### src/rtl/mic_pkg.sv
package mic_pkg;

   // Averaging window in samples, range 1 to 16
   localparam int WINDOW   = 5;
   localparam bit HAS_HIST = (WINDOW > 1);
   localparam int HIST_N   = (WINDOW > 1) ? WINDOW - 1 : 1;
   localparam int CNT_W    = $clog2(WINDOW + 1);
   localparam int AXES     = 3;
   localparam int DATA_W   = 16;

   // Reciprocal table: floor(2^16 / d) for d = 1..16, entry 0 unused
   localparam int RECIP_W   = 17;
   localparam int TBL_IDX_W = 5;
   localparam logic [RECIP_W-1:0] RECIP_TBL [17] = '{
      17'd0,
      17'(65536 / 1),  17'(65536 / 2),  17'(65536 / 3),  17'(65536 / 4),
      17'(65536 / 5),  17'(65536 / 6),  17'(65536 / 7),  17'(65536 / 8),
      17'(65536 / 9),  17'(65536 / 10), 17'(65536 / 11), 17'(65536 / 12),
      17'(65536 / 13), 17'(65536 / 14), 17'(65536 / 15), 17'(65536 / 16)
   };

   localparam int FIFO_DEPTH = 2;
   localparam int FIFO_PTR_W = (FIFO_DEPTH > 1) ? $clog2(FIFO_DEPTH) : 1;
   localparam int FIFO_CNT_W = $clog2(FIFO_DEPTH + 1);

   // Event codes
   localparam logic [1:0] EV_NONE      = 2'd0;
   localparam logic [1:0] EV_PULL_OVER = 2'd1;
   localparam logic [1:0] EV_SIDE      = 2'd2;
   localparam logic [1:0] EV_FRONT     = 2'd3;

   // Register indexes
   localparam int CSR_IDX_W = 3;
   localparam logic [CSR_IDX_W-1:0] CSR_START_X    = 3'd0;
   localparam logic [CSR_IDX_W-1:0] CSR_START_Y    = 3'd1;
   localparam logic [CSR_IDX_W-1:0] CSR_START_Z    = 3'd2;
   localparam logic [CSR_IDX_W-1:0] CSR_LIFT_THR   = 3'd3;
   localparam logic [CSR_IDX_W-1:0] CSR_IMPACT_THR = 3'd4;
   localparam logic [CSR_IDX_W-1:0] CSR_HEIGHT_THR = 3'd5;

   typedef struct packed {
      logic [AXES-1:0][DATA_W-1:0] start;
      logic [DATA_W-1:0]           lift_thr;
      logic [DATA_W-1:0]           impact_thr;
      logic [DATA_W-1:0]           height_thr;
   } mic_cfg_type;

   localparam mic_cfg_type CFG_RESET = '{
      start:      {16'd960, 16'd10, 16'hFFF6},
      lift_thr:   16'd50,
      impact_thr: 16'd1000,
      height_thr: 16'd80
   };

   // One summed sample on its way to the back end
   typedef struct packed {
      logic [AXES-1:0][DATA_W-1:0] sum;
      logic [CNT_W-1:0]            div;
      logic                        first;
      logic                        last;
      logic [DATA_W-1:0]           height;
   } mic_work_type;

endpackage

### src/rtl/motion_impact_classifier.sv
// Motion impact classifier.
// Input channel (req_): one three-axis acceleration sample per item, with the
// current height and a mark on the final sample of a frame. The item is taken
// at a rising edge with req_valid high and req_stall low.
// Each sample is averaged with up to four earlier samples of its frame; the
// per-axis high and low peaks start each frame from the start registers.
// Result channel (rsp_): one item per frame, after its last sample, carrying
// the event code and the x, y and z swings. Taken when rsp_valid is high and
// rsp_stall is low; a stalled result holds steady.
// The back end takes a new sample only once its two-stage divide and peak
// unit is through with the last one. A two-entry queue decouples the front
// end, so samples are accepted back to back until the queue fills.
// The last sample passes the queue and both back-end stages before rsp_valid rises.
// A stalled result holds the back end only when the next last sample is due;
// mid-frame samples keep flowing meanwhile.
// Register writes (csr_) are always ready; write them while idle.
// Reset: synchronous, clears the queue, window sums, counters, busy and result
// flags and restores the register defaults. No clearing pass is needed.
module motion_impact_classifier import mic_pkg::*; (
   input  logic               clock,
   input  logic               reset,
   input  logic               req_valid,
   output logic               req_stall,
   input  logic signed [15:0] req_acc_x,
   input  logic signed [15:0] req_acc_y,
   input  logic signed [15:0] req_acc_z,
   input  logic signed [15:0] req_height_cm,
   input  logic               req_last_in_frame,
   output logic               rsp_valid,
   input  logic               rsp_stall,
   output logic [1:0]         rsp_event_code,
   output logic [15:0]        rsp_swing_x,
   output logic [15:0]        rsp_swing_y,
   output logic [15:0]        rsp_swing_z,
   input  logic               csr_valid,
   output logic               csr_ready,
   input  logic [2:0]         csr_index,
   input  logic [15:0]        csr_wdata
);

   mic_cfg_type  cfg_ff, cfg_in;
   mic_work_type push_data;
   mic_work_type pop_data;
   logic         push;
   logic         pop;
   logic         fifo_full;
   logic         fifo_not_empty;

   // Register file: always ready; unknown indexes are dropped
   assign csr_ready = 1'b1;

   always_comb begin
      cfg_in = cfg_ff;
      if (csr_valid && csr_ready) begin
         case (csr_index)
            CSR_START_X:    cfg_in.start[0]   = csr_wdata;
            CSR_START_Y:    cfg_in.start[1]   = csr_wdata;
            CSR_START_Z:    cfg_in.start[2]   = csr_wdata;
            CSR_LIFT_THR:   cfg_in.lift_thr   = csr_wdata;
            CSR_IMPACT_THR: cfg_in.impact_thr = csr_wdata;
            CSR_HEIGHT_THR: cfg_in.height_thr = csr_wdata;
            default:        cfg_in = cfg_ff;
         endcase
      end
   end

   always_ff @(posedge clock) begin
      if (reset) begin
         cfg_ff <= CFG_RESET;
      end else begin
         cfg_ff <= cfg_in;
      end
   end

   // Front end: window sums and frame tracking
   mic_front u_front (
      .clock             (clock),
      .reset             (reset),
      .req_valid         (req_valid),
      .req_stall         (req_stall),
      .req_acc_x         (req_acc_x),
      .req_acc_y         (req_acc_y),
      .req_acc_z         (req_acc_z),
      .req_height_cm     (req_height_cm),
      .req_last_in_frame (req_last_in_frame),
      .fifo_full         (fifo_full),
      .push              (push),
      .push_data         (push_data)
   );

   // Hold up to two summed samples between the halves
   mic_fifo u_fifo (
      .clock     (clock),
      .reset     (reset),
      .push      (push),
      .push_data (push_data),
      .full      (fifo_full),
      .pop       (pop),
      .pop_data  (pop_data),
      .not_empty (fifo_not_empty)
   );

   // Back end: divide, peak tracking, event decision and result register
   mic_back u_back (
      .clock          (clock),
      .reset          (reset),
      .cfg            (cfg_ff),
      .not_empty      (fifo_not_empty),
      .pop_data       (pop_data),
      .pop            (pop),
      .rsp_valid      (rsp_valid),
      .rsp_stall      (rsp_stall),
      .rsp_event_code (rsp_event_code),
      .rsp_swing_x    (rsp_swing_x),
      .rsp_swing_y    (rsp_swing_y),
      .rsp_swing_z    (rsp_swing_z)
   );

endmodule

### src/rtl/mic_front.sv
module mic_front import mic_pkg::*; (
   input  logic               clock,
   input  logic               reset,
   input  logic               req_valid,
   output logic               req_stall,
   input  logic signed [15:0] req_acc_x,
   input  logic signed [15:0] req_acc_y,
   input  logic signed [15:0] req_acc_z,
   input  logic signed [15:0] req_height_cm,
   input  logic               req_last_in_frame,
   input  logic               fifo_full,
   output logic               push,
   output mic_work_type       push_data
);

   logic [AXES-1:0][DATA_W-1:0] tap_ff [HIST_N];
   logic [AXES-1:0][DATA_W-1:0] tap_in [HIST_N];
   logic [DATA_W-1:0]           hsum_ff [AXES];
   logic [DATA_W-1:0]           hsum_in [AXES];
   logic [CNT_W-1:0]            count_ff, count_in;
   logic                        first_ff, first_in;
   logic [AXES-1:0][DATA_W-1:0] raw;
   logic                        accept;
   logic                        full;

   assign req_stall = fifo_full;
   assign accept    = req_valid & ~fifo_full;
   assign push      = accept;
   assign raw       = {req_acc_z, req_acc_y, req_acc_x};
   assign full      = HAS_HIST && (count_ff == CNT_W'(WINDOW - 1));

   always_comb begin
      tap_in   = tap_ff;
      hsum_in  = hsum_ff;
      count_in = count_ff;
      first_in = first_ff;
      for (int a = 0; a < AXES; a++) begin
         push_data.sum[a] = DATA_W'(hsum_ff[a] + raw[a]);
      end
      push_data.div    = CNT_W'(count_ff + 1'b1);
      push_data.first  = first_ff;
      push_data.last   = req_last_in_frame;
      push_data.height = req_height_cm;
      if (accept) begin
         first_in = req_last_in_frame;
         // shift in the newest sample; the oldest drops off tap 0
         for (int i = 0; i < HIST_N - 1; i++) begin
            tap_in[i] = tap_ff[i + 1];
         end
         tap_in[HIST_N - 1] = raw;
         for (int a = 0; a < AXES; a++) begin
            if (req_last_in_frame || !HAS_HIST) begin
               hsum_in[a] = '0;
            end else if (full) begin
               hsum_in[a] = DATA_W'(hsum_ff[a] - tap_ff[0][a] + raw[a]);
            end else begin
               hsum_in[a] = DATA_W'(hsum_ff[a] + raw[a]);
            end
         end
         if (req_last_in_frame) begin
            count_in = '0;
         end else if (HAS_HIST && !full) begin
            count_in = CNT_W'(count_ff + 1'b1);
         end
      end
   end

   always_ff @(posedge clock) begin
      tap_ff <= tap_in;
      if (reset) begin
         hsum_ff  <= '{default: '0};
         count_ff <= '0;
         first_ff <= 1'b1;
      end else begin
         hsum_ff  <= hsum_in;
         count_ff <= count_in;
         first_ff <= first_in;
      end
   end

endmodule

### src/rtl/mic_fifo.sv
module mic_fifo import mic_pkg::*; (
   input  logic         clock,
   input  logic         reset,
   input  logic         push,
   input  mic_work_type push_data,
   output logic         full,
   input  logic         pop,
   output mic_work_type pop_data,
   output logic         not_empty
);

   mic_work_type          mem_ff [FIFO_DEPTH];
   mic_work_type          mem_in [FIFO_DEPTH];
   logic [FIFO_PTR_W-1:0] wr_ff, wr_in, rd_ff, rd_in;
   logic [FIFO_CNT_W-1:0] cnt_ff, cnt_in;

   assign full      = (cnt_ff == FIFO_CNT_W'(FIFO_DEPTH));
   assign not_empty = (cnt_ff != '0);
   assign pop_data  = mem_ff[rd_ff];

   always_comb begin
      mem_in = mem_ff;
      wr_in  = wr_ff;
      rd_in  = rd_ff;
      cnt_in = cnt_ff;
      if (push) begin
         mem_in[wr_ff] = push_data;
         wr_in = (wr_ff == FIFO_PTR_W'(FIFO_DEPTH - 1)) ? '0 : FIFO_PTR_W'(wr_ff + 1'b1);
      end
      if (pop) begin
         rd_in = (rd_ff == FIFO_PTR_W'(FIFO_DEPTH - 1)) ? '0 : FIFO_PTR_W'(rd_ff + 1'b1);
      end
      if (push && !pop) begin
         cnt_in = FIFO_CNT_W'(cnt_ff + 1'b1);
      end else if (pop && !push) begin
         cnt_in = FIFO_CNT_W'(cnt_ff - 1'b1);
      end
   end

   always_ff @(posedge clock) begin
      mem_ff <= mem_in;
      if (reset) begin
         wr_ff  <= '0;
         rd_ff  <= '0;
         cnt_ff <= '0;
      end else begin
         wr_ff  <= wr_in;
         rd_ff  <= rd_in;
         cnt_ff <= cnt_in;
      end
   end

   a_no_push_full: assert property (@(posedge clock) disable iff (reset)
      full |-> !push) else $error("push into full queue");

   a_no_pop_empty: assert property (@(posedge clock) disable iff (reset)
      !not_empty |-> !pop) else $error("pop from empty queue");

endmodule

### src/rtl/mic_back.sv
module mic_back import mic_pkg::*; (
   input  logic         clock,
   input  logic         reset,
   input  mic_cfg_type  cfg,
   input  logic         not_empty,
   input  mic_work_type pop_data,
   output logic         pop,
   output logic         rsp_valid,
   input  logic         rsp_stall,
   output logic [1:0]   rsp_event_code,
   output logic [15:0]  rsp_swing_x,
   output logic [15:0]  rsp_swing_y,
   output logic [15:0]  rsp_swing_z
);

   localparam int PROD_W = DATA_W + RECIP_W;
   localparam int QD_W   = DATA_W + CNT_W;

   logic                     busy_ff, busy_in;
   logic                     neg_ff [AXES];
   logic                     neg_in [AXES];
   logic [DATA_W-1:0]        mag_ff [AXES];
   logic [DATA_W-1:0]        mag_in [AXES];
   logic [PROD_W-1:0]        prod_ff [AXES];
   logic [PROD_W-1:0]        prod_in [AXES];
   logic [CNT_W-1:0]         div_ff, div_in;
   logic                     first_ff, first_in;
   logic                     last_ff, last_in;
   logic [DATA_W-1:0]        height_ff, height_in;
   logic signed [DATA_W-1:0] hi_ff [AXES];
   logic signed [DATA_W-1:0] hi_in [AXES];
   logic signed [DATA_W-1:0] lo_ff [AXES];
   logic signed [DATA_W-1:0] lo_in [AXES];
   logic                     rsp_valid_ff, rsp_valid_in;
   logic [1:0]               event_ff, event_in;
   logic [DATA_W-1:0]        swing_ff [AXES];
   logic [DATA_W-1:0]        swing_in [AXES];

   logic                     hold;
   logic                     done;
   logic [RECIP_W-1:0]       recip;
   logic [DATA_W-1:0]        sum_s;
   logic [DATA_W-1:0]        q0;
   logic [DATA_W-1:0]        q;
   logic [QD_W-1:0]          qd;
   logic [DATA_W:0]          rem;
   logic signed [DATA_W-1:0] avg;
   logic signed [DATA_W-1:0] new_hi [AXES];
   logic signed [DATA_W-1:0] new_lo [AXES];
   logic [DATA_W-1:0]        sw [AXES];
   logic [1:0]               ev;

   assign pop   = not_empty & ~busy_ff;
   // a last item waits while the previous result is still unread
   assign hold  = busy_ff & last_ff & rsp_valid_ff & rsp_stall;
   assign done  = busy_ff & ~hold;
   assign recip = RECIP_TBL[TBL_IDX_W'(pop_data.div)];

   // Stage one: magnitude times reciprocal
   always_comb begin
      neg_in    = neg_ff;
      mag_in    = mag_ff;
      prod_in   = prod_ff;
      div_in    = div_ff;
      first_in  = first_ff;
      last_in   = last_ff;
      height_in = height_ff;
      sum_s     = '0;
      if (pop) begin
         for (int a = 0; a < AXES; a++) begin
            sum_s      = pop_data.sum[a];
            neg_in[a]  = sum_s[DATA_W-1];
            mag_in[a]  = sum_s[DATA_W-1] ? DATA_W'(~sum_s + 1'b1) : sum_s;
            prod_in[a] = PROD_W'(mag_in[a]) * PROD_W'(recip);
         end
         div_in    = pop_data.div;
         first_in  = pop_data.first;
         last_in   = pop_data.last;
         height_in = pop_data.height;
      end
   end

   // Stage two: correct quotient, update peaks, form result
   always_comb begin
      q0  = '0;
      qd  = '0;
      rem = '0;
      q   = '0;
      avg = '0;
      for (int a = 0; a < AXES; a++) begin
         q0  = prod_ff[a][DATA_W + 15:16];
         qd  = QD_W'(q0) * QD_W'(div_ff);
         rem = (DATA_W + 1)'({1'b0, mag_ff[a]} - qd[DATA_W:0]);
         q   = (rem >= (DATA_W + 1)'(div_ff)) ? DATA_W'(q0 + 1'b1) : q0;
         avg = neg_ff[a] ? $signed(DATA_W'(~q + 1'b1)) : $signed(q);
         new_hi[a] = first_ff ? $signed(cfg.start[a]) : hi_ff[a];
         new_lo[a] = first_ff ? $signed(cfg.start[a]) : lo_ff[a];
         if (avg < new_lo[a]) begin
            new_lo[a] = avg;
         end else if (avg > new_hi[a]) begin
            new_hi[a] = avg;
         end
         sw[a] = DATA_W'(new_hi[a] - new_lo[a]);
      end
      if (sw[2] > cfg.lift_thr && $signed(height_ff) > $signed(cfg.height_thr)) begin
         ev = EV_PULL_OVER;
      end else if (sw[0] > cfg.impact_thr && sw[0] > sw[1]) begin
         ev = EV_SIDE;
      end else if (sw[1] > cfg.impact_thr && sw[1] > sw[0]) begin
         ev = EV_FRONT;
      end else begin
         ev = EV_NONE;
      end
   end

   always_comb begin
      busy_in      = busy_ff;
      hi_in        = hi_ff;
      lo_in        = lo_ff;
      event_in     = event_ff;
      swing_in     = swing_ff;
      rsp_valid_in = rsp_valid_ff & rsp_stall;
      if (pop) begin
         busy_in = 1'b1;
      end else if (done) begin
         busy_in = 1'b0;
      end
      if (done) begin
         hi_in = new_hi;
         lo_in = new_lo;
         if (last_ff) begin
            event_in     = ev;
            swing_in     = sw;
            rsp_valid_in = 1'b1;
         end
      end
   end

   always_ff @(posedge clock) begin
      neg_ff    <= neg_in;
      mag_ff    <= mag_in;
      prod_ff   <= prod_in;
      div_ff    <= div_in;
      first_ff  <= first_in;
      last_ff   <= last_in;
      height_ff <= height_in;
      hi_ff     <= hi_in;
      lo_ff     <= lo_in;
      event_ff  <= event_in;
      swing_ff  <= swing_in;
      if (reset) begin
         busy_ff      <= 1'b0;
         rsp_valid_ff <= 1'b0;
      end else begin
         busy_ff      <= busy_in;
         rsp_valid_ff <= rsp_valid_in;
      end
   end

   assign rsp_valid      = rsp_valid_ff;
   assign rsp_event_code = event_ff;
   assign rsp_swing_x    = swing_ff[0];
   assign rsp_swing_y    = swing_ff[1];
   assign rsp_swing_z    = swing_ff[2];

   a_pop_loads: assert property (@(posedge clock) disable iff (reset)
      pop |=> busy_ff) else $error("popped item not loaded");

   a_mid_frame_one_cycle: assert property (@(posedge clock) disable iff (reset)
      (busy_ff && !last_ff) |=> !busy_ff) else $error("mid-frame item stuck");

   a_last_gives_result: assert property (@(posedge clock) disable iff (reset)
      (done && last_ff) |=> rsp_valid_ff) else $error("last item gave no result");

endmodule

### config.mk
export PLATFORM = sky130hd
export DESIGN_NAME = motion_impact_classifier
export DESIGN_NICKNAME = d
export VERILOG_FILES = /design/src/rtl/mic_pkg.sv /design/src/rtl/motion_impact_classifier.sv /design/src/rtl/mic_front.sv /design/src/rtl/mic_fifo.sv /design/src/rtl/mic_back.sv
export SDC_FILE = /design/constraint.sdc
export NUM_CORES = 2
export LEC_CHECK = 0
export BUFFER_PORTS_ARGS = -buffer_cell sky130_fd_sc_hd__clkbuf_2
export CORE_MARGIN = 2
export CORE_UTILIZATION = 35
export CTS_BUF_LIST = sky130_fd_sc_hd__clkbuf_4 sky130_fd_sc_hd__clkbuf_8
export DETAILED_ROUTE_END_ITERATION = 10
export HOLD_SLACK_MARGIN = 0.12
export MAX_ROUTING_LAYER = met4
export PLACE_DENSITY = 0.49
export SETUP_SLACK_MARGIN = 0.3
export SYNTH_ARGS = -nofsm -noshare
export SYNTH_HDL_FRONTEND = slang
export SYNTH_HIERARCHICAL = 1
export SYNTH_SLANG_ARGS = --single-unit
### constraint.sdc
create_clock -name clock -period 13.5 [get_ports clock]
set_clock_uncertainty 0.2 [all_clocks]
set_input_delay 3.375 -clock clock [delete_from_list [all_inputs] [get_ports clock]]
set_output_delay 3.375 -clock clock [all_outputs]
set_load 0.01 [all_outputs]
==> impl_metrics.yaml <==
outcome:
  status: "finished, final reports clean"
placement:
  routabilityCongestion: 0.915
  post-dp-hpwl_um: 165000
  port_buffers: 140
cts:
  cts_buffer_depth: 3
  clk_latency_ps: 920
  path_clk_slew_ps: 60
  holdBufCountCts: 0
  htree_levels: 4
  numCtsBuffers: 139
  tritoncts: "done"
  clock_sinks: 750
  cts-root-buf: "clkbuf_8"
critical_path:
  critPathMaxStageDelay_ps: 630
  cp.required_ps: 13970
  worst_ep_arrival_time_ps: 12830
  worstSetupPathType: "reg -> reg"
  cp_slowest_cell: "or4_4"
  start_kind: "register"
  critPathCaptureType: "register"
  critPathMaxFanout: 14
routing:
  remaining_drc_errors: 0
  wl_um: 205000
  vias_per_cell: 4.97
  dr.pass1.iters: 6
  ant_nets: 0
  vias: 51300
  drt_iter0_drc: 3054
  drt-wirelength-per-cell_um: 19.9
logic_synthesis:
  synth_seq_area_share: 0.289
  synth_cell_type_count: 124
  synthesis.instances: 7301
  ys_async_sr_fraction: 0
  yosys_warnings: 6
  ys.flop_type: "edfxtp_1"
  syn_area_um2: 72500
  synth-seq-cells: 750
  syn_nets: 8823
  synth_edf_count: 596
  synth.avg_cell_area_um2: 9.93
grt:
  grt_pass1_vias: 52700
  antenna_found_initial: 9
  grt_max_degree: 85
  grtUsageTotal: 0.201
  overflow: 0
  grt_pass1_wl_um: 316000
final_layout:
  area_growth_pct: 10.7
  drive_gt1_frac: 0.105
  final_nets: 9033
floorplanning:
  die_h_um: 459
  dieWidth_um: 459
  start_util: 0.351
  std_cell_rows: 167
  io-pin-count: 142
  die_area_um2: 211000
  core_area_um2: 206000
timing:
  worst_slew_pin_slew_ps: 1350
  maxSlewViolCount: 0
  timing.setup.tns_ps: 0
  finalCritPeriodShare: 0.916
  fmax_mhz: 80.9
  rsz0062_at_grt: "no"
  min_period_ps: 12370
  hold_violations: 0
  setup_viol: 0
  max-slew-margin-rel: 0.101
flow_run:
  cap_viol_max_count: 0
worst_hold_path:
  hold_path_class: "reg -> reg"
-- state kept, by name, indices dropped and copies added (netlist names), 16 cells and up --
| name | flops |
|---|---|
| cfg_ff | 96 |
| u_back/height_ff | 16 |
| u_back/hi_ff | 48 |
| u_back/lo_ff | 48 |
| u_back/mag_ff | 48 |
| u_back/prod_ff | 48 |
| u_back/rsp_swing_x | 16 |
| u_back/rsp_swing_y | 16 |
| u_back/rsp_swing_z | 16 |
| u_fifo/mem_ff | 138 |
| u_front/hsum_ff | 48 |
| u_front/tap_ff | 192 |
-- critical path, delay by kind of cell, from the launching register on --
kind            cells  cell delay [ps]
fa+ha+maj           7             2410
compound gates     27             4470
simple gates       13             2630
flops               1              340
mux                 1              350
buf+inv            10             1230
xor+xnor            2              440
-- cell usage in the layout, fill, tap and decap left out, types with 139 or more instances in the layout --
master	netlist	layout
a21oi_1	230	217
o21ai_0	166	143
clkbuf_2	0	139
clkbuf_8	0	149
mux2i_1	247	242
nand2_1	621	617
xnor2_1	205	194
dfxtp_1	154	153
fa_1	753	752
buf_4	25	143
edfxtp_1	596	596
inv_1	1382	1381
nor2_1	549	543
ha_1	680	673
-- routing by layer --
layer  wire, um  global-route usage  up-vias  part of all wire
met5          0                   -        -                 0
met1      96400               0.272    25500              0.47
met3       8570              0.0236      262             0.042
met4       5760              0.0569        0             0.028
met2      94800               0.316     1124              0.46
li1           -                   -    24500                 -
-- cells in the mapped netlist, types with 57 or more instances --
master	number	area, um^2
o21a_1	77	578
nand2_1	621	2330
nand2b_1	137	857
fa_1	753	15100
nand3_1	59	295
and2_1	63	394
nor2b_1	61	382
inv_1	1382	5190
o21ai_0	166	831
a21o_1	81	608
clkbuf_1	155	582
mux2_2	93	1050
a21oi_1	230	1150
dfxtp_1	154	3080
mux2i_1	247	2470
edfxtp_1	596	17900
xor2_1	121	1060
nand4_1	57	357
nor2_1	549	2060
xnor2_1	205	1800
ha_1	680	8510
nor3_1	113	566
-- area by class of cell --
cell class	instances	area (um^2)
clock inverter	53	465
clock buffer	201	2440
sequential	750	21000
fill	20600	126000
multi-input combinational	4912	45600
inverter	1407	5290
antenna	9	22.5
tap	2704	3380
timing repair buffer	301	2080
-- what timing repair did --
item	CTS	global route
endpoints found under the setup margin	2	3
gates resized for setup	8	140
pin swaps	2	38
setup buffers	6	20
gates cloned	0	3
-- stage by stage --
step           utilization  cell area, um^2  setup WS (ps)  hold slack, ps  cells
2_1_floorplan            -            72500            320             200   7301
3_3_place_gp         0.371            76600           95.8             200  10000
3_5_place_dp         0.371            76600           -155             205  10000
4_1_cts              0.385            79600            311             214  10300
5_1_grt              0.389            80300            207             212  10300
6_report             0.389            80300           1130             214  10300
-- kinds of logic (layout without fill, tap and decap cells) --
logic type / Yosys count / after routing / synth area share
adders and majority gates: 1436 / 1436 / 0.326
muxes: 341 / 341 / 0.0487
DFF: 750 / 750 / 0.289
other: 1 / 10 / 0.0000517
AOI/OAI and AO/OA: 945 / 945 / 0.0878
and+or+nand+nor: 1858 / 1858 / 0.119
xor gates and xnor gates: 331 / 331 / 0.0406
buffers and inverters: 1639 / 1962 / 0.0883
-- path summary, 6_finish.rpt --
path,from,end,slack [ps],cells after the start
worst min register to register,u_front/tap_ff[116],u_front/tap_ff[164],210,0
worst max-delay path,u_back/div_ff[0],u_back/rsp_event_code[1],1130,60
worst max register to register,u_back/div_ff[0],u_back/rsp_event_code[1],1130,60
worst min-delay path,u_front/tap_ff[116],u_front/tap_ff[164],210,0
Power is left out: the tool's default activity adds up to more than one toggle a clock period on the data nets, which glitch-free logic cannot reach.
